## src/igmp_pkg.sv

```systemverilog
package igmp_pkg;

  // Parse position within the message
  typedef enum logic [4:0] {
    PH_IDLE,
    PH_CODE,
    PH_CKSUM,
    PH_GROUP,
    PH_QFLAGS,
    PH_QQIC,
    PH_QNSRC,
    PH_QSRC,
    PH_RESV2,
    PH_NREC,
    PH_RTYPE,
    PH_RAUX,
    PH_RNSRC,
    PH_RGROUP,
    PH_RSRC,
    PH_RAUXW,
    PH_DONE
  } phase_e;

  // Kind of a completed field
  typedef enum logic [3:0] {
    KIND_HEADER,
    KIND_CKSUM,
    KIND_GROUP,
    KIND_QFLAGS,
    KIND_QQIC,
    KIND_NSRC,
    KIND_SOURCE,
    KIND_RESV2,
    KIND_NREC,
    KIND_RTYPE,
    KIND_AUXLEN,
    KIND_RNSRC,
    KIND_RGROUP,
    KIND_AUXWORD
  } kind_e;

  // Message class
  typedef enum logic [2:0] {
    CLS_V1_QUERY,
    CLS_V2_QUERY,
    CLS_V3_QUERY,
    CLS_V1_REPORT,
    CLS_V2_REPORT,
    CLS_LEAVE,
    CLS_V3_REPORT,
    CLS_UNSUPPORTED
  } class_e;

  // IGMP type codes
  localparam logic [7:0] TYPE_QUERY     = 8'h11;
  localparam logic [7:0] TYPE_V1_REPORT = 8'h12;
  localparam logic [7:0] TYPE_V2_REPORT = 8'h16;
  localparam logic [7:0] TYPE_LEAVE     = 8'h17;
  localparam logic [7:0] TYPE_V3_REPORT = 8'h22;

  // Total length that marks a v1/v2 query
  localparam logic [15:0] SHORT_QUERY_LEN = 16'd8;

  // One result word
  typedef struct packed {
    kind_e       kind;
    logic [31:0] value;
    class_e      cls;
    logic [15:0] rec;
    logic [15:0] elem;
    logic        eom;
  } res_t;

  // Bytes in the field of each phase
  function automatic logic [2:0] phase_width(input phase_e ph);
    logic [2:0] w;
    unique case (ph)
      PH_CODE, PH_QFLAGS, PH_QQIC, PH_RTYPE, PH_RAUX:    w = 3'd1;
      PH_CKSUM, PH_QNSRC, PH_RESV2, PH_NREC, PH_RNSRC:   w = 3'd2;
      PH_GROUP, PH_QSRC, PH_RGROUP, PH_RSRC, PH_RAUXW:   w = 3'd4;
      default:                                           w = 3'd0;
    endcase
    return w;
  endfunction

  // Field kind reported in each phase
  function automatic kind_e phase_kind(input phase_e ph);
    kind_e k;
    unique case (ph)
      PH_CKSUM:  k = KIND_CKSUM;
      PH_GROUP:  k = KIND_GROUP;
      PH_QFLAGS: k = KIND_QFLAGS;
      PH_QQIC:   k = KIND_QQIC;
      PH_QNSRC:  k = KIND_NSRC;
      PH_QSRC:   k = KIND_SOURCE;
      PH_RESV2:  k = KIND_RESV2;
      PH_NREC:   k = KIND_NREC;
      PH_RTYPE:  k = KIND_RTYPE;
      PH_RAUX:   k = KIND_AUXLEN;
      PH_RNSRC:  k = KIND_RNSRC;
      PH_RGROUP: k = KIND_RGROUP;
      PH_RSRC:   k = KIND_SOURCE;
      PH_RAUXW:  k = KIND_AUXWORD;
      default:   k = KIND_HEADER;
    endcase
    return k;
  endfunction

endpackage

```

## src/igmp_in_if.sv

```systemverilog
// Byte channel into the parser
interface igmp_in_if;
  logic        valid;
  logic        ready;
  logic [7:0]  data_byte;
  logic        first_byte;
  logic [15:0] message_length;

  modport source (output valid, output data_byte, output first_byte,
                  output message_length, input ready);
  modport sink (input valid, input data_byte, input first_byte,
                input message_length, output ready);
endinterface

```

## src/igmp_out_if.sv

```systemverilog
// Field channel out of the parser
interface igmp_out_if;
  logic        valid;
  logic        ready;
  logic [3:0]  field_kind;
  logic [31:0] field_value;
  logic [2:0]  message_class;
  logic [15:0] record_index;
  logic [15:0] element_index;
  logic        end_of_message;

  modport source (output valid, output field_kind, output field_value,
                  output message_class, output record_index,
                  output element_index, output end_of_message, input ready);
  modport sink (input valid, input field_kind, input field_value,
                input message_class, input record_index,
                input element_index, input end_of_message, output ready);
endinterface

```

## src/igmp_parse.sv

```systemverilog
// Byte-wide parse state machine: one byte in, at most one field out
module igmp_parse (
  input  logic               clk_i,
  input  logic               rst_ni,
  input  logic               accept_i,
  input  logic [7:0]         data_byte_i,
  input  logic               first_byte_i,
  input  logic [15:0]        message_length_i,
  output logic               res_valid_o,
  output igmp_pkg::res_t     res_o
);

  igmp_pkg::phase_e phase_q, phase_d;
  logic [1:0]       bif_q, bif_d;
  logic [31:0]      acc_q, acc_d;
  logic [7:0]       type_q, type_d;
  igmp_pkg::class_e cls_q, cls_d;
  logic [15:0]      total_q, total_d;
  logic [15:0]      rcount_q, rcount_d;
  logic [15:0]      rpos_q, rpos_d;
  logic [15:0]      lcount_q, lcount_d;
  logic [15:0]      lpos_q, lpos_d;
  logic [7:0]       aux_q, aux_d;

  logic [15:0] total_dec;
  logic        last;
  logic [31:0] acc_new;
  logic [1:0]  bif_new;
  logic [2:0]  width;
  logic [15:0] rec;
  logic [15:0] elem;
  logic [15:0] lpos_inc;
  logic [15:0] rpos_inc;
  logic        done;

  assign total_dec = total_q - 16'd1;
  assign last      = (total_dec == 16'd0);
  assign acc_new   = {acc_q[23:0], data_byte_i};
  assign bif_new   = bif_q + 2'd1;
  assign width     = igmp_pkg::phase_width(phase_q);
  assign lpos_inc  = lpos_q + 16'd1;
  assign rpos_inc  = rpos_q + 16'd1;
  assign rec       = (phase_q >= igmp_pkg::PH_RTYPE && phase_q != igmp_pkg::PH_DONE)
                     ? rpos_q : 16'd0;
  assign elem      = (phase_q == igmp_pkg::PH_QSRC || phase_q == igmp_pkg::PH_RSRC ||
                      phase_q == igmp_pkg::PH_RAUXW) ? lpos_q : 16'd0;

  // Next state and result word
  always_comb begin
    phase_d     = phase_q;
    bif_d       = bif_q;
    acc_d       = acc_q;
    type_d      = type_q;
    cls_d       = cls_q;
    total_d     = total_q;
    rcount_d    = rcount_q;
    rpos_d      = rpos_q;
    lcount_d    = lcount_q;
    lpos_d      = lpos_q;
    aux_d       = aux_q;
    done        = 1'b0;
    res_valid_o = 1'b0;
    res_o       = '0;

    if (accept_i && first_byte_i) begin
      // Type byte: restart and classify
      bif_d    = '0;
      acc_d    = '0;
      rcount_d = '0;
      rpos_d   = '0;
      lcount_d = '0;
      lpos_d   = '0;
      aux_d    = '0;
      type_d   = data_byte_i;
      unique case (data_byte_i)
        igmp_pkg::TYPE_QUERY:     cls_d = (message_length_i == igmp_pkg::SHORT_QUERY_LEN)
                                          ? igmp_pkg::CLS_V1_QUERY : igmp_pkg::CLS_V3_QUERY;
        igmp_pkg::TYPE_V1_REPORT: cls_d = igmp_pkg::CLS_V1_REPORT;
        igmp_pkg::TYPE_V2_REPORT: cls_d = igmp_pkg::CLS_V2_REPORT;
        igmp_pkg::TYPE_LEAVE:     cls_d = igmp_pkg::CLS_LEAVE;
        igmp_pkg::TYPE_V3_REPORT: cls_d = igmp_pkg::CLS_V3_REPORT;
        default:                  cls_d = igmp_pkg::CLS_UNSUPPORTED;
      endcase
      total_d = (message_length_i == 16'd0) ? 16'd0 : message_length_i - 16'd1;
      if (total_d == 16'd0) begin
        phase_d     = igmp_pkg::PH_DONE;
        res_valid_o = 1'b1;
        res_o.kind  = igmp_pkg::KIND_HEADER;
        res_o.cls   = cls_d;
        res_o.eom   = 1'b1;
      end else begin
        phase_d = igmp_pkg::PH_CODE;
      end
    end else if (accept_i && phase_q != igmp_pkg::PH_IDLE &&
                 phase_q != igmp_pkg::PH_DONE && total_q != 16'd0) begin
      total_d    = total_dec;
      res_o.kind = igmp_pkg::phase_kind(phase_q);
      res_o.rec  = rec;
      res_o.elem = elem;
      if (bif_new != width[1:0]) begin
        // Field still open; close it early if the message runs out
        acc_d = acc_new;
        bif_d = bif_new;
        if (last) begin
          phase_d     = igmp_pkg::PH_DONE;
          res_valid_o = 1'b1;
          res_o.value = acc_new;
          res_o.cls   = cls_q;
          res_o.eom   = 1'b1;
        end
      end else begin
        acc_d = '0;
        bif_d = '0;
        unique case (phase_q)
          igmp_pkg::PH_CODE: begin
            if (type_q == igmp_pkg::TYPE_QUERY && cls_q != igmp_pkg::CLS_V3_QUERY)
              cls_d = (data_byte_i == 8'd0) ? igmp_pkg::CLS_V1_QUERY
                                            : igmp_pkg::CLS_V2_QUERY;
            if (cls_q == igmp_pkg::CLS_UNSUPPORTED) done = 1'b1;
            else phase_d = igmp_pkg::PH_CKSUM;
          end
          igmp_pkg::PH_CKSUM:
            phase_d = (cls_q == igmp_pkg::CLS_V3_REPORT) ? igmp_pkg::PH_RESV2
                                                          : igmp_pkg::PH_GROUP;
          igmp_pkg::PH_GROUP: begin
            if (cls_q == igmp_pkg::CLS_V3_QUERY) phase_d = igmp_pkg::PH_QFLAGS;
            else done = 1'b1;
          end
          igmp_pkg::PH_QFLAGS: phase_d = igmp_pkg::PH_QQIC;
          igmp_pkg::PH_QQIC:   phase_d = igmp_pkg::PH_QNSRC;
          igmp_pkg::PH_QNSRC: begin
            lcount_d = acc_new[15:0];
            lpos_d   = '0;
            if (acc_new[15:0] == 16'd0) done = 1'b1;
            else phase_d = igmp_pkg::PH_QSRC;
          end
          igmp_pkg::PH_QSRC: begin
            lpos_d = lpos_inc;
            if (lpos_inc == lcount_q) done = 1'b1;
          end
          igmp_pkg::PH_RESV2: phase_d = igmp_pkg::PH_NREC;
          igmp_pkg::PH_NREC: begin
            rcount_d = acc_new[15:0];
            rpos_d   = '0;
            if (acc_new[15:0] == 16'd0) done = 1'b1;
            else phase_d = igmp_pkg::PH_RTYPE;
          end
          igmp_pkg::PH_RTYPE: phase_d = igmp_pkg::PH_RAUX;
          igmp_pkg::PH_RAUX: begin
            aux_d   = acc_new[7:0];
            phase_d = igmp_pkg::PH_RNSRC;
          end
          igmp_pkg::PH_RNSRC: begin
            lcount_d = acc_new[15:0];
            phase_d  = igmp_pkg::PH_RGROUP;
          end
          igmp_pkg::PH_RGROUP: begin
            lpos_d = '0;
            if (lcount_q != 16'd0) phase_d = igmp_pkg::PH_RSRC;
            else if (aux_q != 8'd0) phase_d = igmp_pkg::PH_RAUXW;
            else begin
              // End of record
              rpos_d = rpos_inc;
              if (rpos_inc == rcount_q) done = 1'b1;
              else phase_d = igmp_pkg::PH_RTYPE;
            end
          end
          igmp_pkg::PH_RSRC: begin
            lpos_d = lpos_inc;
            if (lpos_inc == lcount_q) begin
              lpos_d = '0;
              if (aux_q != 8'd0) phase_d = igmp_pkg::PH_RAUXW;
              else begin
                rpos_d = rpos_inc;
                if (rpos_inc == rcount_q) done = 1'b1;
                else phase_d = igmp_pkg::PH_RTYPE;
              end
            end
          end
          igmp_pkg::PH_RAUXW: begin
            lpos_d = lpos_inc;
            if (lpos_inc == {8'd0, aux_q}) begin
              lpos_d = '0;
              rpos_d = rpos_inc;
              if (rpos_inc == rcount_q) done = 1'b1;
              else phase_d = igmp_pkg::PH_RTYPE;
            end
          end
          default: done = 1'b1;
        endcase
        if (done || last) phase_d = igmp_pkg::PH_DONE;
        res_valid_o = 1'b1;
        res_o.value = acc_new;
        res_o.cls   = cls_d;
        res_o.eom   = done || last;
      end
    end
  end

  // Parse state registers
  always_ff @(posedge clk_i or negedge rst_ni) begin
    if (!rst_ni) begin
      phase_q  <= igmp_pkg::PH_IDLE;
      bif_q    <= '0;
      acc_q    <= '0;
      type_q   <= '0;
      cls_q    <= igmp_pkg::CLS_V1_QUERY;
      total_q  <= '0;
      rcount_q <= '0;
      rpos_q   <= '0;
      lcount_q <= '0;
      lpos_q   <= '0;
      aux_q    <= '0;
    end else begin
      phase_q  <= phase_d;
      bif_q    <= bif_d;
      acc_q    <= acc_d;
      type_q   <= type_d;
      cls_q    <= cls_d;
      total_q  <= total_d;
      rcount_q <= rcount_d;
      rpos_q   <= rpos_d;
      lcount_q <= lcount_d;
      lpos_q   <= lpos_d;
      aux_q    <= aux_d;
    end
  end

endmodule

```

## src/igmp_outbuf.sv

```systemverilog
// Result register with a skid slot behind it
module igmp_outbuf (
  input  logic           clk_i,
  input  logic           rst_ni,
  input  logic           push_i,
  input  igmp_pkg::res_t res_i,
  output logic           space_o,
  output logic           valid_o,
  input  logic           ready_i,
  output igmp_pkg::res_t res_o
);

  igmp_pkg::res_t head_q, head_d;
  igmp_pkg::res_t skid_q, skid_d;
  logic           head_v_q, head_v_d;
  logic           skid_v_q, skid_v_d;
  logic           pop;

  assign pop     = head_v_q && ready_i;
  assign space_o = !skid_v_q;
  assign valid_o = head_v_q;
  assign res_o   = head_q;

  // Slot control; a push only arrives while the skid slot is empty
  always_comb begin
    head_d   = head_q;
    skid_d   = skid_q;
    head_v_d = head_v_q;
    skid_v_d = skid_v_q;
    if (skid_v_q) begin
      if (pop) begin
        head_d   = skid_q;
        skid_v_d = 1'b0;
      end
    end else if (!head_v_q || pop) begin
      head_d   = res_i;
      head_v_d = push_i;
    end else if (push_i) begin
      skid_d   = res_i;
      skid_v_d = 1'b1;
    end
  end

  always_ff @(posedge clk_i or negedge rst_ni) begin
    if (!rst_ni) begin
      head_v_q <= 1'b0;
      skid_v_q <= 1'b0;
    end else begin
      head_v_q <= head_v_d;
      skid_v_q <= skid_v_d;
    end
  end

  // Payload needs no reset
  always_ff @(posedge clk_i) begin
    head_q <= head_d;
    skid_q <= skid_d;
  end

endmodule

```

## src/igmp_message_parser.sv

```systemverilog
// Channel  Dir  Word
// in_i     in   data_byte[8], first_byte[1], message_length[16]
// out_o    out  field_kind[4], field_value[32], message_class[3],
//               record_index[16], element_index[16], end_of_message[1]
//
// One byte word is taken every cycle while in_i is ready; the byte that
// completes a field loads its word into the result register, and out_o
// is driven from there. A skid slot behind the result register holds one
// more word; in_i stalls while both hold one, which needs out_o held off.
// Reset (rst_ni low, asynchronous) leaves the parser idle, waiting for a
// first byte, with no word pending.
module igmp_message_parser (
  input  logic       clk_i,
  input  logic       rst_ni,
  igmp_in_if.sink    in_i,
  igmp_out_if.source out_o
);

  logic           accept;
  logic           space;
  logic           res_valid;
  igmp_pkg::res_t res;
  igmp_pkg::res_t res_out;

  assign in_i.ready = space;
  assign accept     = in_i.valid && space;

  igmp_parse u_parse (
    .clk_i           (clk_i),
    .rst_ni          (rst_ni),
    .accept_i        (accept),
    .data_byte_i     (in_i.data_byte),
    .first_byte_i    (in_i.first_byte),
    .message_length_i(in_i.message_length),
    .res_valid_o     (res_valid),
    .res_o           (res)
  );

  igmp_outbuf u_outbuf (
    .clk_i  (clk_i),
    .rst_ni (rst_ni),
    .push_i (res_valid),
    .res_i  (res),
    .space_o(space),
    .valid_o(out_o.valid),
    .ready_i(out_o.ready),
    .res_o  (res_out)
  );

  // Unpack the result word onto the channel
  assign out_o.field_kind     = res_out.kind;
  assign out_o.field_value    = res_out.value;
  assign out_o.message_class  = res_out.cls;
  assign out_o.record_index   = res_out.rec;
  assign out_o.element_index  = res_out.elem;
  assign out_o.end_of_message = res_out.eom;

endmodule
```

## src/flat_wrapper.sv

```systemverilog
// flat-port wrapper written by rule: the top's interface ports become plain ports
module igmp_message_parser_flat 
  (clk_i, rst_ni, in_i_valid, in_i_data_byte, in_i_first_byte, in_i_message_length, in_i_ready, out_o_valid, out_o_field_kind, out_o_field_value, out_o_message_class, out_o_record_index, out_o_element_index, out_o_end_of_message, out_o_ready);
  igmp_in_if in_i_i ();
  igmp_out_if out_o_i ();
  input  logic clk_i;
  input  logic rst_ni;
  input wire logic [$bits(in_i_i.valid)-1:0] in_i_valid;
  input wire logic [$bits(in_i_i.data_byte)-1:0] in_i_data_byte;
  input wire logic [$bits(in_i_i.first_byte)-1:0] in_i_first_byte;
  input wire logic [$bits(in_i_i.message_length)-1:0] in_i_message_length;
  output wire logic [$bits(in_i_i.ready)-1:0] in_i_ready;
  output wire logic [$bits(out_o_i.valid)-1:0] out_o_valid;
  output wire logic [$bits(out_o_i.field_kind)-1:0] out_o_field_kind;
  output wire logic [$bits(out_o_i.field_value)-1:0] out_o_field_value;
  output wire logic [$bits(out_o_i.message_class)-1:0] out_o_message_class;
  output wire logic [$bits(out_o_i.record_index)-1:0] out_o_record_index;
  output wire logic [$bits(out_o_i.element_index)-1:0] out_o_element_index;
  output wire logic [$bits(out_o_i.end_of_message)-1:0] out_o_end_of_message;
  input wire logic [$bits(out_o_i.ready)-1:0] out_o_ready;
  assign in_i_i.valid = in_i_valid;
  assign in_i_i.data_byte = in_i_data_byte;
  assign in_i_i.first_byte = in_i_first_byte;
  assign in_i_i.message_length = in_i_message_length;
  assign in_i_ready = in_i_i.ready;
  assign out_o_valid = out_o_i.valid;
  assign out_o_field_kind = out_o_i.field_kind;
  assign out_o_field_value = out_o_i.field_value;
  assign out_o_message_class = out_o_i.message_class;
  assign out_o_record_index = out_o_i.record_index;
  assign out_o_element_index = out_o_i.element_index;
  assign out_o_end_of_message = out_o_i.end_of_message;
  assign out_o_i.ready = out_o_ready;
  igmp_message_parser u_core (.clk_i(clk_i), .rst_ni(rst_ni), .in_i(in_i_i), .out_o(out_o_i));
endmodule
```

## config.mk

```make
export PLATFORM = sky130hd
export DESIGN_NAME = igmp_message_parser_flat
export DESIGN_NICKNAME = d
export VERILOG_FILES = /design/src/igmp_pkg.sv /design/src/igmp_in_if.sv /design/src/igmp_out_if.sv /design/src/igmp_parse.sv /design/src/igmp_outbuf.sv /design/src/igmp_message_parser.sv /design/src/flat_wrapper.sv
export SDC_FILE = /design/constraint.sdc
export NUM_CORES = 1
export LEC_CHECK = 0
export BUFFER_PORTS_ARGS = -buffer_cell sky130_fd_sc_hd__buf_4
export CAP_MARGIN = 10
export CORE_MARGIN = 2
export CORE_UTILIZATION = 57
export CTS_BUF_LIST = sky130_fd_sc_hd__clkbuf_4 sky130_fd_sc_hd__clkbuf_8
export DETAILED_ROUTE_END_ITERATION = 7
export PLACE_DENSITY = 0.9
export SYNTH_ARGS = -nofsm -noshare
export SYNTH_HDL_FRONTEND = slang
export SYNTH_SLANG_ARGS = --single-unit
```

## constraint.sdc

```tcl
create_clock -name clk_i -period 8 [get_ports clk_i]
set_clock_uncertainty 0.1 [all_clocks]
set_input_delay 0 -clock clk_i [delete_from_list [all_inputs] [get_ports clk_i]]
set_output_delay 0 -clock clk_i [all_outputs]
set_load 0.02 [all_outputs]
```

-- After elaboration in Yosys (flattened, before gate mapping)
Memory sizes are Yosys's and may differ from the RTL's.
Index checks and enable logic that the tools add are counted.
- $add $sub $neg: 5
- $mul: 0
- div/mod/pow operators: 0
- order comparisons: 1
- equality and inequality tests: 43
- shift operators: 0
- multiplexer cells: 99
- bitwise operators: 2
- reduce and logical (&&, ||, !) cells: 45
- operator list (kind ; number):
    $mux 16 ; 25
    $mux 72 ; 4
    $pmux 16 s4 ; 2
    $mux 5 ; 15
    $mux 24 ; 3
    $mux 35 ; 2
    $pmux 5 s14 ; 1
    $logic_not 16->1 ; 4
    $mux 32 ; 2
    $eq 5x4->1 const B ; 8
    $eq 8x5->1 const B ; 5
    $add 16x1->16 const B ; 2
    $eq 16x16->1 ; 2
    $mux 8 ; 4
    $reduce_bool 16->1 ; 2
    $sub 16x1->16 const B ; 2
    $ne 5x5->1 const B ; 5
    $mux 1 ; 24
    $mux 3 ; 7
    $eq 5x3->1 const B ; 4
    $reduce_bool 17->1 ; 1
    $eq 16x4->1 const B ; 1
    $eq 16x8->1 ; 1
    $pmux 3 s5 ; 1
    31 further kinds ; 68
- flip-flop bits (word level): 276
- bits in latches: 0
- bits in writable memories: 0
- memory bits (read-only): 112
- bits of input ports: 29
- output and inout port bits: 74
- logic and storage cells: 222
- memories: 2
- memory list (memory ; words ; width ; read ports ; clocked after memory_dff ; write ports ; RTL line ; source):
    (no name shown) ; 16 ; 4 ; 1 ; 0 ; 0 ; igmp_pkg.sv:89 ; unique case (ph)
    (no name shown) ; 16 ; 3 ; 1 ; 0 ; 0 ; igmp_pkg.sv:77 ; unique case (ph)

-- Logic depth before layout (Yosys ltp)
Gate-level depths: netlist (run 1).
- depth after elaboration: 15
- gate-level depth with buffers: 13
- depth with buffers taken out: 11

-- Modules after synthesis
A second synthesis (run 1) with hierarchy kept.
- cell total of the unflattened synthesis: 1370
- area, all modules: 14604.0 um2
- modules (own cells, without submodules) (module ; instances ; cells an instance ; area each (um2) ; sequential area each (um2)):
    igmp_parse ; 1 ; 1134 ; 9188.8 ; 3253.1
    igmp_outbuf ; 1 ; 235 ; 5408.9 ; 4374.2
    igmp_message_parser ; 1 ; 1 ; 6.3 ; 0.0

-- Worst setup path after synthesis (run 1)
Ideal clock, no wire load.
- path kind: flip-flop to flip-flop
- start: register u_core.u_parse.total_q[0]
- end: register u_core.u_outbuf.skid_q[0] (netlist bit) (enable)
- setup time: 607 ps
- arrival time: 7695 ps
- required time: 7293 ps
- path slack: -402 ps
- stages on the path, launching flop included: 12
- path buffers: 1
- clock period less this slack: 8402 ps
- cell sequence: dfrtp_1 > inv_1 > ha_1 > clkbuf_1 > xor2_1 > nor4b_1 > nand3_1 > nor4_1 > nand3b_1 > a211oi_2 > o21ba_2 > nor3b_1
- word-level cells in the longest chain between the ends: 7
- elaborated cells on any way between the ends: 9
- classes of those cells: 1 x add/sub; 4 x mux; 4 x reduce/logical
- RTL lines (element ; RTL line ; source):
    from (decl) ; igmp_parse.sv:18 ; logic [15:0] total_q, total_d;
    from (signal assigned) ; igmp_parse.sv:220 ; total_q <= total_d;
    $sub 16x1->16 ; igmp_parse.sv:36 ; assign total_dec = total_q - 16'd1;
    $logic_not 16->1 ; igmp_parse.sv:37 ; assign last = (total_dec == 16'd0);
    $mux 1 ; igmp_parse.sv:104 ; if (last) begin
    $mux 1 ; igmp_parse.sv:100 ; if (bif_new != width[1:0]) begin
    $mux 1 (*) ; igmp_parse.sv:94 ; end else if (accept_i && phase_q != igmp_pkg::PH_IDLE &&
    $mux 1 (*) ; igmp_parse.sv:65 ; if (accept_i && first_byte_i) begin
    $reduce_and 3->1 (no source line) (*) ; n/a ;
    to (signal assigned) ; igmp_outbuf.sv:57 ; skid_q <= skid_d;
    to (decl) ; igmp_outbuf.sv:14 ; igmp_pkg::res_t skid_q, skid_d;
Every way passes the cells marked *; elsewhere a longest branch is shown, timed or not.
A chain may end at the register's enable or synchronous reset.

-- Worst setup path after layout (run 1)
- start: register u_core.u_parse.total_q[0]
- end: register u_core.u_outbuf.skid_q[18] (netlist bit) (enable)
The elaborated chain is that of the path after synthesis.

==> flow_summary.ini, run 1 <==
[yosys]
synth_area_per_cell_um2 = 10.7
synth_edf_count = 144
yosysWarnings = 0
synth_seq_area_share = 0.536
synthFlopType = edfxtp_1
synthDistinctLibCells = 78
syn_nets = 1376
ys_async_sr_fraction = 0.478
synth_area_mm2 = 0.0142
syn_inst = 1336
synth-seq-cells = 276

[sta]
fin_crit_ns = 4.59
finalSetupTns_ns = 0
relSlewSlack = 0.246
setup_viol = 0
max_slew.worst_pin.slew_ns = 1.13
post-route-period-util = 0.574
fmax_mhz = 218
rsz0062_at_grt = no
hold_viol = 0
drv_slew = 0

[worst_setup_path]
setup.worst_path.end_class = flop
cp_data_required_time_ns = 8.06
crit_type = reg -> reg
r2r_slack_ns = 3.41
worstSetupStartpointType = flop
crit_arrival_ns = 4.65
crit_path_max_fanout = 66

[clock_tree]
htreeDepth = 2
clock-sinks = 276
cts_resized = 0
clk_path_buf_depth = 3
cts_root_buf = clkbuf_8
clk_latency_ns = 0.55
cts_tree = built
path_clk_slew_ns = 0.06
postCtsSetupBuffers = 0
cts-buffers-inserted = 44

[floorplan]
num_rows = 57
die_area_mm2 = 0.0262
die_x_um = 162
fp.coreArea_mm2 = 0.0244
initial_core_util = 0.583
die_h_um = 162
io_pins = 103

[global_route]
grt_pass1_vias = 11000
gr-usage-all-layers = 0.280
antenna_found_initial = 0
grt_first_pass_wirelength_mm = 58.0
gr-total-overflow = 0
grt_max_degree = 75

[outcome]
outcome = finished, final reports clean

[route]
wl_per_cell_um = 20.1
viasPerCell = 6.17
drcViolationCount = 0
ant_nets = 0
drt_first_pass_iters = 5
route.vias.total = 11200
drt_wl_total_mm = 36.5
drt-initial-drc-count = 1007

[layout]
fin_cells = 1814
area_growth_syn_to_layout_pct = 15.8
layout.nets = 1495
diodes = 0
final_cell_mix = edfxtp_1 (144), dfrtp_1 (131), buf_4 (116), nand2_1 (110), a21o_1 (75)
drive_gt1_frac = 0.160
final_common_cell = edfxtp_1

[placed_design]
port_buffers = 102
routabilityCongestion = 0.948
dp.cells = 1689
place_hpwl_mm = 24.8

[min_path]
hold_path.class = in -> async

[job]
maxCapViolations = 0

[power]
p_per_area_mw_per_mm2 = 297
cellLeakagePower_uw = 0.00711
ir_drop_v = 0.000399
-- final cells by class --
type                       count  area, um^2
fill                        1766        7910
sequential                   276        7630
multi-input combinational    932        6120
timing repair buffer         159        1300
clock buffer                  60         744
tap                          324         405
inverter                      42         158
clock inverter                21         129
-- state kept, by name, indices dropped and copies added (netlist names), 2 cells and up --
| register | flops |
|---|---|
| u_core.u_parse.lcount_q | 16 |
| u_core.u_parse.lpos_q | 16 |
| u_core.u_outbuf.skid_q | 72 |
| u_core.u_parse.rcount_q | 16 |
| u_core.u_parse.phase_q | 5 |
| u_core.u_parse.rpos_q | 16 |
| u_core.u_parse.bif_q | 2 |
| u_core.u_parse.cls_q | 3 |
| u_core.u_parse.total_q | 16 |
| u_core.u_parse.type_q | 8 |
| u_core.u_parse.aux_q | 8 |
| u_core.u_outbuf.res_o | 72 |
| u_core.u_parse.acc_q | 24 |
-- metrics by stage --
step,total power (uW),area (um^2),utilization,hold slack (ns),worst slack (ns)
floorplan,3130,14200,-,-0.396,1.64
global placement,3630,15200,0.622,0.0959,3.54
detailed placement,3680,15200,0.622,0.116,3.50
CTS,4900,16500,0.675,0.0800,3.45
global route,5140,16500,0.676,0.124,3.09
finish,4890,16500,0.676,0.0289,3.41
-- final timing paths --
path                                                start                         end  depth (start not counted)
min in group clk_i                      in_i_data_byte[4]    u_core.u_parse.type_q[4]                          4
worst min-delay path                               rst_ni    u_core.u_parse.type_q[5]                          2
worst max-delay path            u_core.u_parse.total_q[0]  u_core.u_outbuf.skid_q[18]                         12
max in group asynchronous                          rst_ni    u_core.u_outbuf.skid_v_q                          3
worst min register to register   u_core.u_parse.type_q[0]    u_core.u_parse.type_q[0]                          2
worst max register to register  u_core.u_parse.total_q[0]  u_core.u_outbuf.skid_q[18]                         12
-- cell families (layout without fill, tap and decap cells) --
group,after synthesis,count (layout),synth area share
mux,36,36,0.0285
flops,276,276,0.536
compound gates,327,327,0.157
buf+inv,128,282,0.0368
fa+ha+maj,11,11,0.00967
xor+xnor,73,73,0.0460
simple gates,485,485,0.186
-- cells in the mapped netlist (all sizes together), types with 11 or more instances --
cell type / count / area, um^2
clkbuf: 70 / 264
a21o: 75 / 563
buf: 16 / 103
or3: 11 / 68.8
nand3: 39 / 213
nor2b: 21 / 131
o21ai: 83 / 419
nor2: 73 / 274
nand2: 110 / 413
a21oi: 41 / 205
xnor2: 49 / 429
a22o: 39 / 342
edfxtp: 144 / 4320
or4: 17 / 131
nor3: 27 / 135
ha: 11 / 138
a211oi: 13 / 103
mux2: 26 / 293
and2: 71 / 444
nand2b: 15 / 93.8
dfrtp: 132 / 3300
nand4: 16 / 106
xor2: 23 / 201
nor3b: 11 / 82.6
o22ai: 14 / 87.6
inv: 41 / 154
nor4: 35 / 238
-- layer usage --
layer,GRT usage,part of all wire
met1,0.378,0.41
met2,0.457,0.48
met3,0.0539,0.082
met4,0.0965,0.032
met5,0,0
-- critical path, stage by stage (launching register included) --
cell and delay (ns):
dfrtp_1 0.41, inv_1 0.13, ha_1 0.41, xor2_1 0.12
nor4b_1 0.35, nand3_1 0.13, nor4_1 0.31, nand3b_1 0.23
a211oi_2 0.26, buf_4 0.33, o21ba_2 0.26, nor3b_4 0.38
buf_4 0.73
-- report_power, final --
part	internal (uW)	switching [uW]
Combinational	637	932
Sequential	1870	264
Clock	640	550
-- what timing repair did --
action	in CTS	in global routing
hold endpoints to repair	161	0
setup endpoints to repair	0	0
hold buffers	42	0
Power figures use the tool's default switching activity.
==> run 2: changes to the inputs <==
==> constraint.sdc (replaced) <==
create_clock -name clk_i -period 3.8 [get_ports clk_i]
set_clock_uncertainty 0.1 [all_clocks]
set_input_delay 0 -clock clk_i [delete_from_list [all_inputs] [get_ports clk_i]]
set_output_delay 0 -clock clk_i [all_outputs]
set_load 0.02 [all_outputs]
==> flow_summary.ini, run 2 (synthesized netlist as in run 1, its figures left out) <==
[outcome]
outcome = finished, final reports clean

[global_route]
antenna_found_initial = 0
grt_pass1_vias = 11300
gr-usage-all-layers = 0.283
grt_first_pass_wirelength_mm = 59.1
grt_max_degree = 79
gr-total-overflow = 0

[clock_tree]
clk_path_buf_depth = 3
cts_tree = built
clock-sinks = 276
clk_latency_ns = 0.55
htreeDepth = 2
cts_root_buf = clkbuf_8
path_clk_slew_ns = 0.06
cts-buffers-inserted = 43

[worst_setup_path]
cp_top_family = simple AND/OR/NAND/NOR gates
cpMostUsedCell = buf_4
critPathMaxStageDelay_ns = 0.55
crit_cells = 12
path_buf_inv = 4
cp_data_required_time_ns = 3.91
reg2regPathDepth = 11
crit_chain = dlygate4sd3_1 > buf_4 > nor3_1 > nand3_1 > or4_1 > xnor2_1 > o41ai_1 > nand4_1 > buf_4 > o21ba_4 > nor3b_4 > buf_12
crit_path_max_fanout = 54
cpMaxStageDelayCell = dlygate4sd3_1
setup.worst_path.end_class = flop
crit_arrival_ns = 3.70
worstSetupStartpointType = input pin
crit_type = in -> reg

[power]
ir_drop_v = 0.000370
cellLeakagePower_uw = 0.00735
p_per_area_mw_per_mm2 = 618

[placed_design]
routabilityCongestion = 0.972
port_buffers = 102
place_hpwl_mm = 25.3
placed_area_mm2 = 0.0156
place_ws_ns = 0.134

[layout]
diodes = 0
postLayoutCellArea_mm2 = 0.0169
drive_gt1_frac = 0.190
regArea_mm2 = 0.00763
fillers = 1692
layout.nets = 1537
final_common_cell = buf_4
area_growth_syn_to_layout_pct = 18.8
multi_input_area_mm2 = 0.00618
final_core_util = 0.693
final_cell_mix = buf_4 (156), edfxtp_1 (144), dfrtp_1 (131), nand2_1 (110), a21o_1 (75)

[min_path]
hold_depth = 4
hold_path.class = in -> reg

[route]
wl_per_cell_um = 20.3
drt_wl_total_mm = 37.6
viasPerCell = 6.26
drt_first_pass_iters = 5
drt-initial-drc-count = 1164
ant_nets = 0
drcViolationCount = 0
route.vias.total = 11600

[sta]
drv_slew = 0
post-route-period-util = 0.946
max_slew.worst_pin.slew_ns = 0.916
setup_slack_ns = 0.207
relSlewSlack = 0.388
rsz0062_at_grt = no
fin_crit_ns = 3.59
setup_viol = 0
finalSetupTns_ns = 0
worst_hold_slack_ns = 0.212
fmax_mhz = 278
hold_viol = 0

[floorplan]
die_x_um = 162
initial_core_util = 0.583
num_rows = 57
fp.coreArea_mm2 = 0.0244
io_pins = 103
die_area_mm2 = 0.0262
die_h_um = 162

[job]
maxCapViolations = 0
-- run 2: cell count changes in the layout (fill, tap and decap cells not counted), sizes merged --
cell and delta:
buf +44, clkinv -7, clkbuf +6, clkinvlp -3, bufinv -1, inv +1
-- run 2: final cells by class --
| type | instances | area share |
|---|---|---|
| flip-flops and latches | 276 | 0.451 |
| inverters | 42 | 0.00932 |
| repair buffers | 202 | 0.0984 |
| clock buffers | 67 | 0.0482 |
| multi-input cells | 932 | 0.366 |
| clock inverters | 11 | 0.00340 |
| well taps | 324 | 0.0240 |
-- run 2: worst register-to-register path, cell delays in order, from the launching register on --
cell and delay (ns):
dfrtp_1 0.48, ha_4 0.22, nand3_4 0.10, xor2_1 0.19, a2111o_1 0.42, or4_4 0.54
nor4b_4 0.32, a2bb2oi_2 0.18, o21ai_2 0.15, buf_4 0.22, or4_1 0.41, a21oi_1 0.18
-- run 2: metal layers --
metal,global-route usage,vias to the layer above,routed length [um]
met5,0,-,0
met4,0.109,0,1340
met3,0.0511,117,3030
met2,0.476,582,18500
met1,0.369,5673,14700
li1,-,5226,-
-- run 2: path summary, 6_finish.rpt --
kind / from / end / slack, ns
max: in_i_message_length[1] / u_core.u_outbuf.skid_q[33] / 0.21
min: in_i_data_byte[6] / u_core.u_parse.type_q[6] / 0.21
max reg2reg: u_core.u_parse.lpos_q[1] / u_core.u_parse.rpos_q[15] / 0.22
min reg2reg: u_core.u_parse.type_q[7] / u_core.u_parse.type_q[7] / 0.38
max in group asynchronous: rst_ni / u_core.u_parse.lcount_q[8] / 2.73
min in group asynchronous: rst_ni / u_core.u_parse.total_q[0] / 0.44
-- run 2: stage by stage --
stage	power, uW	std cells
after global placement	7710	1731
final	10500	1854
after detailed placement	7860	1731
after global routing	10900	1854
after floorplan	6600	1336
after CTS	10400	1852
-- run 2: where the power goes --
group | leakage [uW] | internal [uW] | switching, uW
combinational | 0.00374 | 1440 | 2050
clock | 0.000473 | 1370 | 1150
sequential | 0.00314 | 3930 | 527
total | 0.00735 | 6730 | 3720
-- run 2: timing repair --
| action | CTS | global route |
|---|---|---|
| resized for setup | 0 | 3 |
| setup endpoints to repair | 0 | 95 |
| hold buffers | 43 | 0 |
| hold endpoints to repair | 250 | 0 |
| buffers inserted | 0 | 1 |
==> run 3: changes to the inputs <==
--- a/config.mk
+++ b/config.mk
@@ -8,10 +8,10 @@
 export BUFFER_PORTS_ARGS = -buffer_cell sky130_fd_sc_hd__buf_4
 export CAP_MARGIN = 10
 export CORE_MARGIN = 2
-export CORE_UTILIZATION = 57
+export CORE_UTILIZATION = 35
 export CTS_BUF_LIST = sky130_fd_sc_hd__clkbuf_4 sky130_fd_sc_hd__clkbuf_8
 export DETAILED_ROUTE_END_ITERATION = 7
-export PLACE_DENSITY = 0.9
+export PLACE_DENSITY = 0.62
 export SYNTH_ARGS = -nofsm -noshare
 export SYNTH_HDL_FRONTEND = slang
 export SYNTH_SLANG_ARGS = --single-unit
==> constraint.sdc (replaced) <==
create_clock -name clk_i -period 3.6 [get_ports clk_i]
set_clock_uncertainty 0.1 [all_clocks]
set_input_delay 0 -clock clk_i [delete_from_list [all_inputs] [get_ports clk_i]]
set_output_delay 0 -clock clk_i [all_outputs]
set_load 0.05 [all_outputs]
==> flow_summary.ini, run 3 (synthesized netlist as in run 1, its figures left out) <==
[placed_design]
routabilityCongestion = 0.888
port_buffers = 102
place_hpwl_mm = 27.1
place_ws_ns = -0.0956

[sta]
hold_viol = 0
drv_slew = 0
setup_slack_ns = 0.155
rsz0062_at_grt = no
finalSetupTns_ns = 0
setup_viol = 0
fin_crit_ns = 3.45
max_slew.worst_pin.slew_ns = 1.08
fmax_mhz = 290
post-route-period-util = 0.957
relSlewSlack = 0.278

[layout]
final_common_cell = buf_4
multi_input_area_mm2 = 0.00623
area_growth_syn_to_layout_pct = 24.7
fillers = 3703
regArea_mm2 = 0.00763
layout.nets = 1594
drive_gt1_frac = 0.224
final_cell_mix = buf_4 (211), edfxtp_1 (144), dfrtp_1 (130), nand2_1 (110), a21o_1 (75)

[clock_tree]
path_clk_slew_ns = 0.07
cts-buffers-inserted = 45
cts_root_buf = clkbuf_8
clk_latency_ns = 0.57
htreeDepth = 2
clock-sinks = 276
cts_tree = built
clk_path_buf_depth = 3

[worst_setup_path]
crit_cells = 12
r2r_slack_ns = 0.15
rr_startpoint = u_core.u_parse.lpos_q[1]
rr_endpoint = u_core.u_parse.rpos_q[5]
path_buf_inv = 2
crit_chain = ha_4 > nand2_1 > nor4_1 > buf_4 > xnor2_1 > or4b_1 > nor4b_4 > a2bb2oi_2 > o21ai_4 > buf_12 > or4_1 > a21oi_1
crit_path_max_fanout = 15
cpMaxStageDelayCell = or4b_1
setup.worst_path.end_class = flop
cp_top_family = simple AND/OR/NAND/NOR gates
crit_type = reg -> reg
reg2regPathDepth = 12
critPathMaxStageDelay_ns = 0.52
cp_data_required_time_ns = 3.99
worstSetupStartpointType = flop
crit_arrival_ns = 3.83

[job]
maxCapViolations = 0

[floorplan]
die_x_um = 206
io_pins = 103
initial_core_util = 0.357
fp.coreArea_mm2 = 0.0399
die_h_um = 206
num_rows = 73
die_area_mm2 = 0.0423

[power]
p_per_area_mw_per_mm2 = 694
cellLeakagePower_uw = 0.00769
ir_drop_v = 0.000312

[route]
drt_wl_total_mm = 38.8
wl_per_cell_um = 18.3
viasPerCell = 5.36
route.vias.total = 11300
drt_first_pass_iters = 8
ant_nets = 0
drt-initial-drc-count = 785
drcViolationCount = 0

[global_route]
grt_max_degree = 79
gr-usage-all-layers = 0.182
antenna_found_initial = 2
grt_first_pass_wirelength_mm = 60.9
grt_pass1_vias = 11000
gr-total-overflow = 0

[outcome]
outcome = finished, final reports clean

[min_path]
hold_path.class = in -> async
run 3: worst max-delay path by stage:
stage | from | to
floorplan | u_core.u_parse.total_q[0] | u_core.u_outbuf.skid_q[0]
detailed placement | u_core.u_parse.total_q[4] | u_core.u_outbuf.skid_q[43]
finish | u_core.u_parse.lpos_q[1] | u_core.u_parse.rpos_q[5]
global placement | u_core.u_parse.lpos_q[0] | u_core.u_parse.rpos_q[13]
global route | u_core.u_parse.lpos_q[1] | u_core.u_parse.rpos_q[10]
CTS | u_core.u_parse.phase_q[1] | u_core.u_parse.rpos_q[5]
run 3: power breakdown:
| part | switching, uW | internal, uW | total [uW] |
|---|---|---|---|
| combinational | 3110 | 1720 | 4840 |
| sequential | 456 | 4150 | 4600 |
| clock | 1260 | 1620 | 2890 |
| total | 4840 | 7490 | 12300 |
run 3: cell type report:
type / count / share of cell area
Multi-Input combinational cell: 932 / 0.351
Inverter: 42 / 0.00888
Clock buffer: 56 / 0.0406
Tap cell: 525 / 0.0370
Clock inverter: 28 / 0.0134
Sequential cell: 276 / 0.430
Timing Repair Buffer: 257 / 0.119
Antenna cell: 1 / 0.000141
run 3: per-layer routing:
layer | share of wire | GRT usage | vias up
met2 | 0.46 | 0.287 | 326
met1 | 0.47 | 0.262 | 5611
met5 | 0 | 0 | -
met3 | 0.049 | 0.0264 | 58
met4 | 0.022 | 0.0527 | 0
li1 | - | - | 5344
run 3: metrics by stage:
step	total power, uW	hold WS [ns]	cells	cell area [um^2]	util
detailed placement	9400	0.161	1988	16300	0.408
finish	12300	0.0843	2117	17700	0.445
global placement	9330	0.149	1988	16300	0.408
global route	13000	0.148	2116	17700	0.445
floorplan	7770	-0.396	1336	14300	-
CTS	12400	0.0902	2115	17700	0.443
run 3: worst register-to-register path: stages (launching register included):
cell and delay (ns):
dfrtp_1 0.39, ha_4 0.21, nand2_1 0.16, nor4_1 0.23
buf_4 0.18, xnor2_1 0.14, or4b_1 0.52, nor4b_4 0.32
a2bb2oi_2 0.21, o21ai_4 0.13, buf_12 0.19, or4_1 0.41
a21oi_1 0.17
run 3: timing repair:
action | 4_1_cts | 5_1_grt
cloned | 0 | 0
setup buffers | 4 | 1
pin swaps | 1 | 5
setup endpoints to repair | 68 | 16
resized for setup | 2 | 9
hold buffers | 39 | 0
hold endpoints to repair | 189 | 0
